<file path="src/design/optt_pkg.sv">
// Shared types and constants for the one-shot and periodic timer table.
package optt_pkg;

    localparam int TIMER_SLOTS_DEF = 16;
    localparam int ID_W            = 31;
    localparam int TIME_W          = 64;
    localparam int DELAY_W         = 32;

    localparam logic [ID_W-1:0] ID_MAX   = {ID_W{1'b1}};
    localparam logic [ID_W-1:0] ID_FIRST = {{(ID_W-1){1'b0}}, 1'b1};

    typedef enum logic [1:0] {
        REQ_SET     = 2'd0,
        REQ_CLEAR   = 2'd1,
        REQ_TICK    = 2'd2,
        REQ_UNKNOWN = 2'd3
    } req_kind_t;

    typedef enum logic [1:0] {
        RESP_SET_DONE   = 2'd0,
        RESP_CLEAR_DONE = 2'd1,
        RESP_FIRED      = 2'd2,
        RESP_TICK_DONE  = 2'd3
    } resp_kind_t;

    typedef enum logic [1:0] {
        CELL_HOLD   = 2'd0,
        CELL_INSERT = 2'd1,
        CELL_ROTATE = 2'd2
    } cell_op_t;

    typedef enum logic [1:0] {
        ST_IDLE = 2'd0,
        ST_WALK = 2'd1,
        ST_DONE = 2'd2
    } state_t;

    typedef struct packed {
        logic [1:0]         req_type;
        logic signed [DELAY_W-1:0] delay_ticks;
        logic               periodic;
        logic [ID_W-1:0]    target_id;
    } req_word_t;

    typedef struct packed {
        logic [1:0]      resp_kind;
        logic [ID_W-1:0] result_id;
        logic            status;
        logic            pending;
        logic            last;
    } resp_word_t;

    typedef struct packed {
        logic              used;
        logic              cancelled;
        logic              repeats;
        logic [ID_W-1:0]   ident;
        logic [ID_W-1:0]   period;
        logic [TIME_W-1:0] deadline;
    } entry_t;

endpackage

</file>
<file path="src/design/optt_cell.sv">
// One timer cell of the age-ordered chain.
module optt_cell
(
    input  logic              clk,
    input  logic              rst_n,
    input  optt_pkg::cell_op_t op,
    input  optt_pkg::entry_t  prev_entry,
    input  optt_pkg::entry_t  next_entry,
    input  logic              all_used_in,
    output logic              all_used_out,
    output optt_pkg::entry_t  entry
);
    import optt_pkg::*;

    entry_t entry_reg;
    entry_t entry_next;
    logic   load;

    // An insert ripples through the unbroken run of used cells at the head and into the first free cell.
    always_comb
    begin
        load       = 1'b0;
        entry_next = entry_reg;
        unique case (op)
            CELL_INSERT:
            begin
                load       = all_used_in;
                entry_next = prev_entry;
            end
            CELL_ROTATE:
            begin
                load       = 1'b1;
                entry_next = next_entry;
            end
            default:
            begin
                load       = 1'b0;
                entry_next = entry_reg;
            end
        endcase
    end

    always_ff @(posedge clk or negedge rst_n)
    begin
        if (!rst_n)
        begin
            entry_reg <= '0;
        end
        else if (load)
        begin
            entry_reg <= entry_next;
        end
    end

    assign all_used_out = all_used_in & entry_reg.used;
    assign entry        = entry_reg;

endmodule

</file>
<file path="config.mk">
export PLATFORM = sky130hd
export DESIGN_NAME = optt_cell
export DESIGN_NICKNAME = d
export VERILOG_FILES = /design/src/design/optt_pkg.sv /design/src/design/optt_cell.sv
export SDC_FILE = /design/constraint.sdc
export NUM_CORES = 1
export LEC_CHECK = 0
export ABC_AREA = 1
export BUFFER_PORTS_ARGS = -buffer_cell sky130_fd_sc_hd__buf_4
export CAP_MARGIN = 20
export CORE_AREA = 2 2 155 157
export DETAILED_ROUTE_END_ITERATION = 8
export DIE_AREA = 0 0 157 159
export SLEW_MARGIN = 40
export SYNTH_ARGS = -nofsm -noshare
export SYNTH_HDL_FRONTEND = slang
export SYNTH_SLANG_ARGS = --single-unit
</file>
<file path="constraint.sdc">
create_clock -name clk -period 1.5 [get_ports clk]
set_input_delay 0.3 -clock clk [delete_from_list [all_inputs] [get_ports clk]]
set_output_delay 0.3 -clock clk [all_outputs]
set_load 0.1 [all_outputs]
</file>
## Yosys cells after proc, flatten, opt, wreduce, memory -nomap -nowiden

Index checks and enable logic that the tools add are counted.

| storage, ports and cells | value |
|---|---|
| register bits after elaboration | 129 |
| input bits | 263 |
| output and inout bits | 130 |

| cells by class | value |
|---|---|
| equality and inequality tests | 2 |
| mux-type cells | 2 |
| bitwise operators | 1 |
| reductions and logical operators | 2 |

Operators by type and width:

| operator | count |
|---|---|
| case mux 129 bit (2 select lines) | 1 |
| equality test 2 x 1 -> 1 bit (second input constant) | 1 |
| equality test 2 bit (second input constant) | 1 |
| case mux 1 bit (2 select lines) | 1 |
| AND reduction 2 bit | 1 |
| nonzero test 2 bit | 1 |
| AND 1 bit | 1 |

## Depth between registers and ports, before layout

Gate-level depths: netlist of run 1.

| logic depth | value |
|---|---|
| word-level depth | 3 |
| gate-level depth with buffers | 9 |
| depth with buffers taken out | 7 |

## Least setup slack after synthesis of run 1

OpenSTA, ideal clock, no wires.

| path | value |
|---|---|
| kind | reg2out |
| from | reg entry_reg (netlist bit entry[128]) |
| to | out all_used_out |
| arrival time | 1.640 ns |
| data required time | 1.200 ns |
| path slack | -0.440 ns |
| stages on the path, launching flop included | 3 |
| buffers on the path | 0 |
| cell sequence | dfrtp_1 -> nand2_1 -> inv_1 |

| between the ends | value |
|---|---|
| longest elaborated chain between the ends | 1 |

RTL lines:

| item | RTL line | source |
|---|---|---|
| from (decl) | optt_cell.sv:15 | `entry_t entry_reg;` |
| from (signal assigned) | optt_cell.sv:51 | `entry_reg <= entry_next;` |
| AND 1 bit | optt_cell.sv:55 | `assign all_used_out = all_used_in & entry_reg.used;` |
| to (decl) | optt_cell.sv:10 | `output logic all_used_out,` |

No other way between the ends.

## Final worst setup path of run 1

Ends and elaborated chain as after synthesis.

==> results of run 1 <==
final timing paths:
kind / from / endpoint / cells past startpoint
setup / recovery: entry[128] / all_used_out / 3
hold / removal: prev_entry[0] / entry[0] / 5
setup reg to reg: entry[128] / entry[128] / 2
hold reg to reg: entry[12] / entry[12] / 2
max in group asynchronous: rst_n / entry[87] / 3
min in group asynchronous: rst_n / entry[1] / 2
cell families after synthesis:
logic type,count (synthesis),synth area share (%)
DFF,129,48.3
adders and majority gates,2,0.374
buffers and inverters,75,5.22
and+or+nand+nor,778,46.1
layout make-up:
class,instances,area share [%]
Inverter,5,0.260
Clock inverter,14,1.22
Clock buffer,18,4.05
Multi-Input combinational cell,780,29.7
Sequential cell,129,30.5
Tap cell,319,3.77
Timing Repair Buffer,408,30.5
layer usage:
layer	global-route usage, %	wire length [microns]
met3	6.45	2270
met4	5.34	390
met1	22.2	9620
met2	32.5	11500
met5	0	0
power by group through the flow:
stage	registers (mW)	clock network [mW]	logic, mW
after detailed placement	4.75	0	9.64
after floorplan	10.5	0	1.28
after CTS	4.72	4.05	9.65
after global placement	4.75	0	9.61
final	4.72	3.93	9.58
after global routing	4.82	4.25	10.0
synth_stat cells:
cell      count  area (sq um)
dfrtp_1     129          3230
nand3_1     129           646
buf_2        54           270
clkbuf_1     14          52.6
buf_1         2          7.51
inv_2         1          3.75
ha_1          2          25.0
nand2_1     649          2440
inv_1         4          15.0
layout by cell type, fill, tap and decap left out:
cell type and count:
buf_12 13, buf_4 393, buf_6 1, bufinv_16 1
clkbuf_1 1, clkbuf_16 17, clkinv_2 2, clkinvlp_4 7
dfrtp_1 128, dfrtp_4 1, dlygate4sd3_1 1, ha_1 1
ha_4 1, inv_1 2, inv_4 2, inv_6 5
nand2_1 646, nand2_4 3, nand3_1 129
critical path, stage by stage, from the launching register on:
cell	delay [ns]
dfrtp_4	0.50
nand2_4	0.07
clkinvlp_4	0.08
buf_12	0.17
stage by stage:
| step | setup WS [ns] | hold WS [ns] | area, sq um |
|---|---|---|---|
| final | -0.0459 | 0.179 | 10600 |
| after global routing | -0.101 | 0.175 | 10600 |
| after CTS | -0.0633 | 0.166 | 10600 |
| after detailed placement | 0.00448 | 0.160 | 10000 |
| after global placement | 0.0337 | 0.159 | 10000 |
| after floorplan | 0.0279 | 0.00441 | 6690 |
timing repair:
item,CTS,global route
setup endpoints to repair,1,2
hold endpoints to repair,18,0
hold buffers,1,0
gates resized for setup,5,0
==> flow_summary.ini, run 1 <==
[sta]
tns_ns = -0.0459
fin_skew_ns = 0
period_share_pct = 103
finalSetupViolations = 1
relSlewSlack_pct = 78.2
finalWorstSetupSlack_ns = -0.0459
rsz0062_at_grt = true
min_period_ns = 1.55
drv_slew = 0
max_freq_mhz = 647
final_hold_viol_count = 0
worstMarginPinSlew_ns = 0.327

[floorplanning]
die_y_microns = 159
io_pins = 393
die_x_microns = 157
fp.dieArea_sq_um = 25000
start_util_pct = 28.8
core_area_sq_um = 23200
rows = 56

[global_route]
gr-total-overflow = 0
grt_pass1_wl_microns = 37300
grt_pass1_vias = 7295
antenna_found_initial = 0
grt_max_degree = 67
grt_usage_pct = 18.9

[clock_network]
cts_htree_levels = 4
cts_tree = yes
insertion_delay_ns = 0.42
clk_pin_slew_ns = 0.07
cts_root_buf = clkbuf_16
clock-sinks = 129
cts_buffers = 17
ctsLongestPathBuffers = 2
post-cts-setup-buffer-count = 0

[route]
dr.pass1.iters = 5
drt_wl_total_microns = 23800
first_iter_violations = 355
vias = 7428
ant_nets = 0
wire_per_inst_microns = 14.2
drc = 0
routed_via_density = 4.44

[cells_and_area]
final_layout_size_suffix_gt1_share_pct = 32.9
seqCellArea_sq_um = 3230
finalCoreUtilization_pct = 45.7
diodes = 0
area_delta_synth_final_pct = 58.4
layout.cells.non_filler = 1673
multi_input_area_sq_um = 3140
nNetsFinal = 1606
nFillCells = 2382
largest_register_ff_count = 129

[power]
p_total_mw = 18.2
p_int_mw = 8.60
p_per_area_nw_per_um2 = 1720
p_comb_share_pct = 52.5
p_leak_nw = 6.18
net-switching-power_mw = 9.64
irDropWorstVdd_mv = 0.809
switching_share_pct = 52.9
seqPwrFrac_pct = 25.9
p_clk_share_pct = 21.5

[yosys]
synthCells = 984
synth_fp_nets = 1249
syn_area_per_cell_sq_um = 6.79
yosysWarnings = 0
yosysUniqueCellTypes = 9
yosysSeqAreaShare_pct = 48.3
synth_area_sq_um = 6680
ys_ff_latch = 129

[place]
dpl.hpwl_microns = 17200
dp.cells = 1640
place.gp.congestion = 0.812
portBuffers = 392

[setup_path]
setup.worst_path.class = reg -> out
crit_arrival_ns = 1.25
r2r_setup_slack_ns = 0.76
cp-start-kind = flop
worstPathRequired_ns = 1.20
crit_path_end_kind = output port
critPathMaxFanout = 3

[status]
violations = setup timing
status = complete, but fails checks

[hold_path]
hold_path.class = in -> reg

[flow_run]
maxCapViolCount = 0
(Power assumes the default switching activity.)
==> inputs of run 2 (changes only) <==
==> constraint.sdc (replaced) <==
create_clock -name clk -period 1.35 [get_ports clk]
set_input_delay 0.27 -clock clk [delete_from_list [all_inputs] [get_ports clk]]
set_output_delay 0.27 -clock clk [all_outputs]
set_load 0.1 [all_outputs]
==> run 2 against run 1 <==
Against the previous run:
- sequential power is 15% higher
- the run still ends with setup timing left
- utilization up 3.1 points
- wire length grew 3.6%
- via count increased by 2.6%
- clock power up 12%
- cell area rose by 6.7%
- global-route usage up 0.36 points
==> flow_summary.ini, run 2 (same netlist as run 1, synthesis figures left out) <==
[global_route]
grt_pass1_vias = 7441
grt_pass1_wl_microns = 37900
gr-total-overflow = 0
grt_max_degree = 72
antenna_found_initial = 0
grt_usage_pct = 19.2

[cells_and_area]
nFillCells = 2262
stdcell_area_sq_um = 11300
most-common-layout-cells = 646 x nand2_1, 292 x buf_4, 129 x nand3_1
nNetsFinal = 1627
final_layout_size_suffix_gt1_share_pct = 34.0
diodes = 0
area_delta_synth_final_pct = 69.1
final_common_cell = nand2_1
largest_register_ff_count = 129

[place]
portBuffers = 392
place.gp.congestion = 0.793
place_area_sq_um = 10200
dpl.hpwl_microns = 18100

[sta]
fin_skew_ns = 0
drv_slew = 0
finalSetupViolations = 2
hold_ws_ns = 0.160
min_period_ns = 1.49
relSlewSlack_pct = 73.5
period_share_pct = 110
final_hold_viol_count = 0
finalWorstSetupSlack_ns = -0.138
worstMarginPinSlew_ns = 0.398
rsz0062_at_grt = true
max_freq_mhz = 672

[status]
violations = setup timing
status = complete, but fails checks

[power]
p_leak_nw = 6.44
net-switching-power_mw = 11.0
irDropWorstVdd_mv = 0.994
p_per_area_nw_per_um2 = 1880
p_int_mw = 10.3
p_total_mw = 21.2
switching_share_pct = 51.6
p_comb_share_pct = 53.6
seqPwrFrac_pct = 25.6
p_clk_share_pct = 20.8

[route]
vias = 7623
drt_wl_total_microns = 24600
routed_via_density = 4.50
dr.pass1.iters = 4
wire_per_inst_microns = 14.5
ant_nets = 0
first_iter_violations = 287
drc = 0

[clock_network]
ctsLongestPathBuffers = 2
clk_pin_slew_ns = 0.06
cts_tree = yes
cts_root_buf = clkbuf_16
cts_htree_levels = 4
clock-sinks = 129
cts_buffers = 17
insertion_delay_ns = 0.40

[setup_path]
crit_arrival_ns = 1.22
setup.worst_path.class = reg -> out
critPathMaxFanout = 3
r2r_setup_slack_ns = 0.55
crit_path_end_kind = output port
worstPathRequired_ns = 1.08
cp-start-kind = flop

[floorplanning]
io_pins = 393
die_y_microns = 159
die_x_microns = 157
fp.dieArea_sq_um = 25000
core_area_sq_um = 23200
rows = 56
start_util_pct = 28.8

[hold_path]
hold_path.class = in -> reg

[flow_run]
maxCapViolCount = 0
## run 2: cell count changes in the layout (fill, tap and decap cells not counted), moves of 2 or more
cell,previous run,this run
buf_12,13,20
buf_4,393,292
buf_6,1,108
buf_8,0,8
clkinv_2,2,0
## run 2: critical path, stage by stage, from the launching register on
cell and delay (ns):
dfrtp_4 0.50, nand2_4 0.07, clkinvlp_4 0.07, buf_6 0.18
## run 2: metrics by stage
| stage | setup slack, ns | utilization [%] | cells | TNS, ns |
|---|---|---|---|---|
| floorplan | -0.0398 | - | 984 | -0.0398 |
| finish | -0.138 | 48.7 | 1694 | -0.213 |
| global route | -0.175 | 48.7 | 1694 | -0.279 |
| CTS | -0.166 | 48.2 | 1694 | -0.265 |
| global placement | -0.100 | 44.1 | 1660 | -6.72 |
| detailed placement | -0.124 | 44.1 | 1660 | -10.02 |
## run 2: worst paths after layout
kind	start	to	cells after the start
max	entry[128]	all_used_out	3
min	prev_entry[84]	entry[84]	5
max reg2reg	entry[28]	entry[28]	3
min reg2reg	entry[75]	entry[75]	2
max in group asynchronous	rst_n	entry[86]	3
min in group asynchronous	rst_n	entry[4]	2
## run 2: timing repair
item                                    CTS  global route
resized for setup                       101            32
buffers inserted                          1             0
gates cloned                              0             0
endpoints found under the setup margin   97            33
endpoints found under the hold margin    27             0
hold buffers                              1             0
## run 2: power groups by stage
stage	registers [mW]	clock network, mW	logic, mW
3_3_place_gp	5.29	0	10.8
6_report	5.43	4.41	11.4
4_1_cts	5.39	4.54	11.3
3_5_place_dp	5.30	0	10.8
5_1_grt	5.53	4.73	11.8
2_1_floorplan	11.7	0	1.42
## run 2: routing by layer
layer / routed length, microns / track usage (%) / vias to the layer above
met5: 0 / 0 / -
met4: 419 / 5.21 / 0
met3: 2240 / 6.48 / 26
met2: 12100 / 33.0 / 310
met1: 9850 / 23.0 / 3490
li1: - / - / 3797
## run 2: cell type report
type                            instances  area (sq um)  area share [%]
Clock buffer                           19           433            3.83
Sequential cell                       129          3230            28.6
Inverter                                5          27.5           0.244
Timing Repair Buffer                  429          3940            34.9
Tap cell                              319           399            3.53
Multi-Input combinational cell        780          3140            27.8
Clock inverter                         13           128            1.13
==> inputs of run 3 (changes only) <==
--- a/config.mk
+++ b/config.mk
@@ -6,11 +6,11 @@
 export NUM_CORES = 1
 export LEC_CHECK = 0
 export ABC_AREA = 1
-export BUFFER_PORTS_ARGS = -buffer_cell sky130_fd_sc_hd__buf_4
 export CAP_MARGIN = 20
 export CORE_AREA = 2 2 155 157
 export DETAILED_ROUTE_END_ITERATION = 8
 export DIE_AREA = 0 0 157 159
+export DONT_BUFFER_PORTS = 1
 export SLEW_MARGIN = 40
 export SYNTH_ARGS = -nofsm -noshare
 export SYNTH_HDL_FRONTEND = slang
==> constraint.sdc (replaced) <==
create_clock -name clk -period 1.35 [get_ports clk]
set_input_delay 0.0675 -clock clk [delete_from_list [all_inputs] [get_ports clk]]
set_output_delay 0.0675 -clock clk [all_outputs]
set_load 0.1 [all_outputs]
==> run 3 against run 2 <==
Against the previous run:
- the run ends with hold timing left
- sequential cell count unchanged
- register-to-register slack better by 0.11 ns
- critical path depth up 6
- total power down 4.0%
- combinational power down 6%
- critical path type is now in -> reg
==> flow_summary.ini, run 3 (same netlist as run 1, synthesis figures left out) <==
[global_route]
grt_pass1_wl_microns = 39700
gr-total-overflow = 0
use_met1_pct = 22.3
met3_usage_pct = 5.23
grt_max_degree = 130
grt_usage_pct = 19.8
top_usage_layer = met2
grt_use_met2_pct = 34.1
grt_pass1_vias = 8227
antenna_found_initial = 2

[floorplanning]
start_util_pct = 28.8
rows = 56
fp.dieArea_sq_um = 25000
io_pins = 393
die_x_microns = 157
die_y_microns = 159
core_area_sq_um = 23200

[route]
dr.pass1.iters = 5
vias = 7924
drc = 0
ant_nets = 0
routed_via_density = 4.76
first_iter_violations = 561
drt_wl_total_microns = 25400
wire_per_inst_microns = 15.3

[sta]
tns_ns = 0
relSlewSlack_pct = 77.1
period_share_pct = 94.9
min_period_ns = 1.28
final_hold_viol_count = 129
hold_ws_ns = -0.655
max_freq_mhz = 781
worstMarginPinSlew_ns = 0.343
rsz0062_at_grt = false
fin_skew_ns = 0
drv_slew = 0
finalSetupViolations = 0

[setup_path]
critPathMaxFanout = 66
crit_path_end_kind = flop
crit_arrival_ns = 1.63
setup.worst_path.class = in -> reg
crit_path_start = op[0]
worstPathRequired_ns = 1.69
worstReg2RegStart = entry[73]
reg2reg_depth = 2
cp-start-kind = input pin

[cells_and_area]
multi_input_area_sq_um = 3130
final_common_cell = nand2_1
largest_register_ff_count = 129
area_delta_synth_final_pct = 66.4
nNetsFinal = 1596
finalCoreUtilization_pct = 48.0
most-common-layout-cells = 647 x nand2_1, 258 x dlygate4sd3_1, 129 x nand3_1, 129 x buf_4, 128 x dfrtp_1
final_layout_size_suffix_gt1_share_pct = 13.3
layout.cells.non_filler = 1665
seqCellArea_sq_um = 3230
nFillCells = 2052

[clock_network]
clock-sinks = 129
cts_htree_levels = 4
insertion_delay_ns = 0.41
cts_hold_buf = 258
ctsLongestPathBuffers = 2
clk_pin_slew_ns = 0.07
cts_buffers = 17
cts_tree = yes
cts_root_buf = clkbuf_16

[power]
p_leak_nw = 5.99
p_per_area_nw_per_um2 = 1830
p_total_mw = 20.4
irDropWorstVdd_mv = 1.16

[status]
violations = hold timing
status = complete, but fails checks

[place]
dp.cells = 1373
portBuffers = 0
place.gp.congestion = 0.823
dpl.hpwl_microns = 14100

[flow_run]
maxCapViolCount = 0

[hold_path]
hold_path.class = in -> async
-- run 3: changes by cell type in the layout (fill, tap and decap cells not counted), sizes merged, moves of 2 or more --
cell / previous run / this run
clkinv: 1 / 4
diode: 0 / 2
buf: 428 / 140
dlygate4sd3: 1 / 258
-- run 3: worst max-delay path: stages --
cell,delay (ns)
inv_1,0.04
ha_4,0.19
inv_4,0.10
buf_12,0.27
nand2_1,0.10
nand2_1,0.09
dlygate4sd3_1,0.57
nand3_1,0.07
nand2_1,0.07
-- run 3: what timing repair did --
item                                   4_1_cts  5_1_grt
endpoints found under the hold margin      258      129
gates resized for setup                      0        0
buffers inserted                             0        0
-- run 3: final cells by class --
type / count / share of cell area, %
Timing Repair Buffer: 398 / 33.9
Sequential cell: 129 / 29.0
Multi-Input combinational cell: 780 / 28.2
Clock buffer: 19 / 4.07
Tap cell: 319 / 3.59
Clock inverter: 13 / 0.934
Inverter: 5 / 0.247
Antenna cell: 2 / 0.0450
-- run 3: metrics by stage --
step	cell area, sq um	setup slack [ns]
after floorplan	6690	0.0801
after global placement	7980	0.227
after detailed placement	7980	0.186
after CTS	11100	0.0512
after global routing	11100	0.00769
final	11100	0.0691
-- run 3: power breakdown --
part           total [mW]  switching, mW  internal (mW)
clock                4.34           1.87           2.47
combinational        10.7           8.35           2.39
sequential           5.29          0.542           4.74
-- run 3: final timing paths --
kind / end / slack [ns]
setup / recovery: entry[92] / 0.07
hold / removal: entry[3] / -0.65
setup reg to reg: entry[73] / 0.66
hold reg to reg: entry[28] / 0.48
max in group asynchronous: entry[62] / 1.80
min in group clk: entry[74] / 0.08
-- run 3: per-layer routing --
layer  vias up  part of all wire (%)
met4         0                   3.6
met5         -                     0
met1      3715                    40
met3        73                   8.1
li1       3727                     -
met2       409                    49
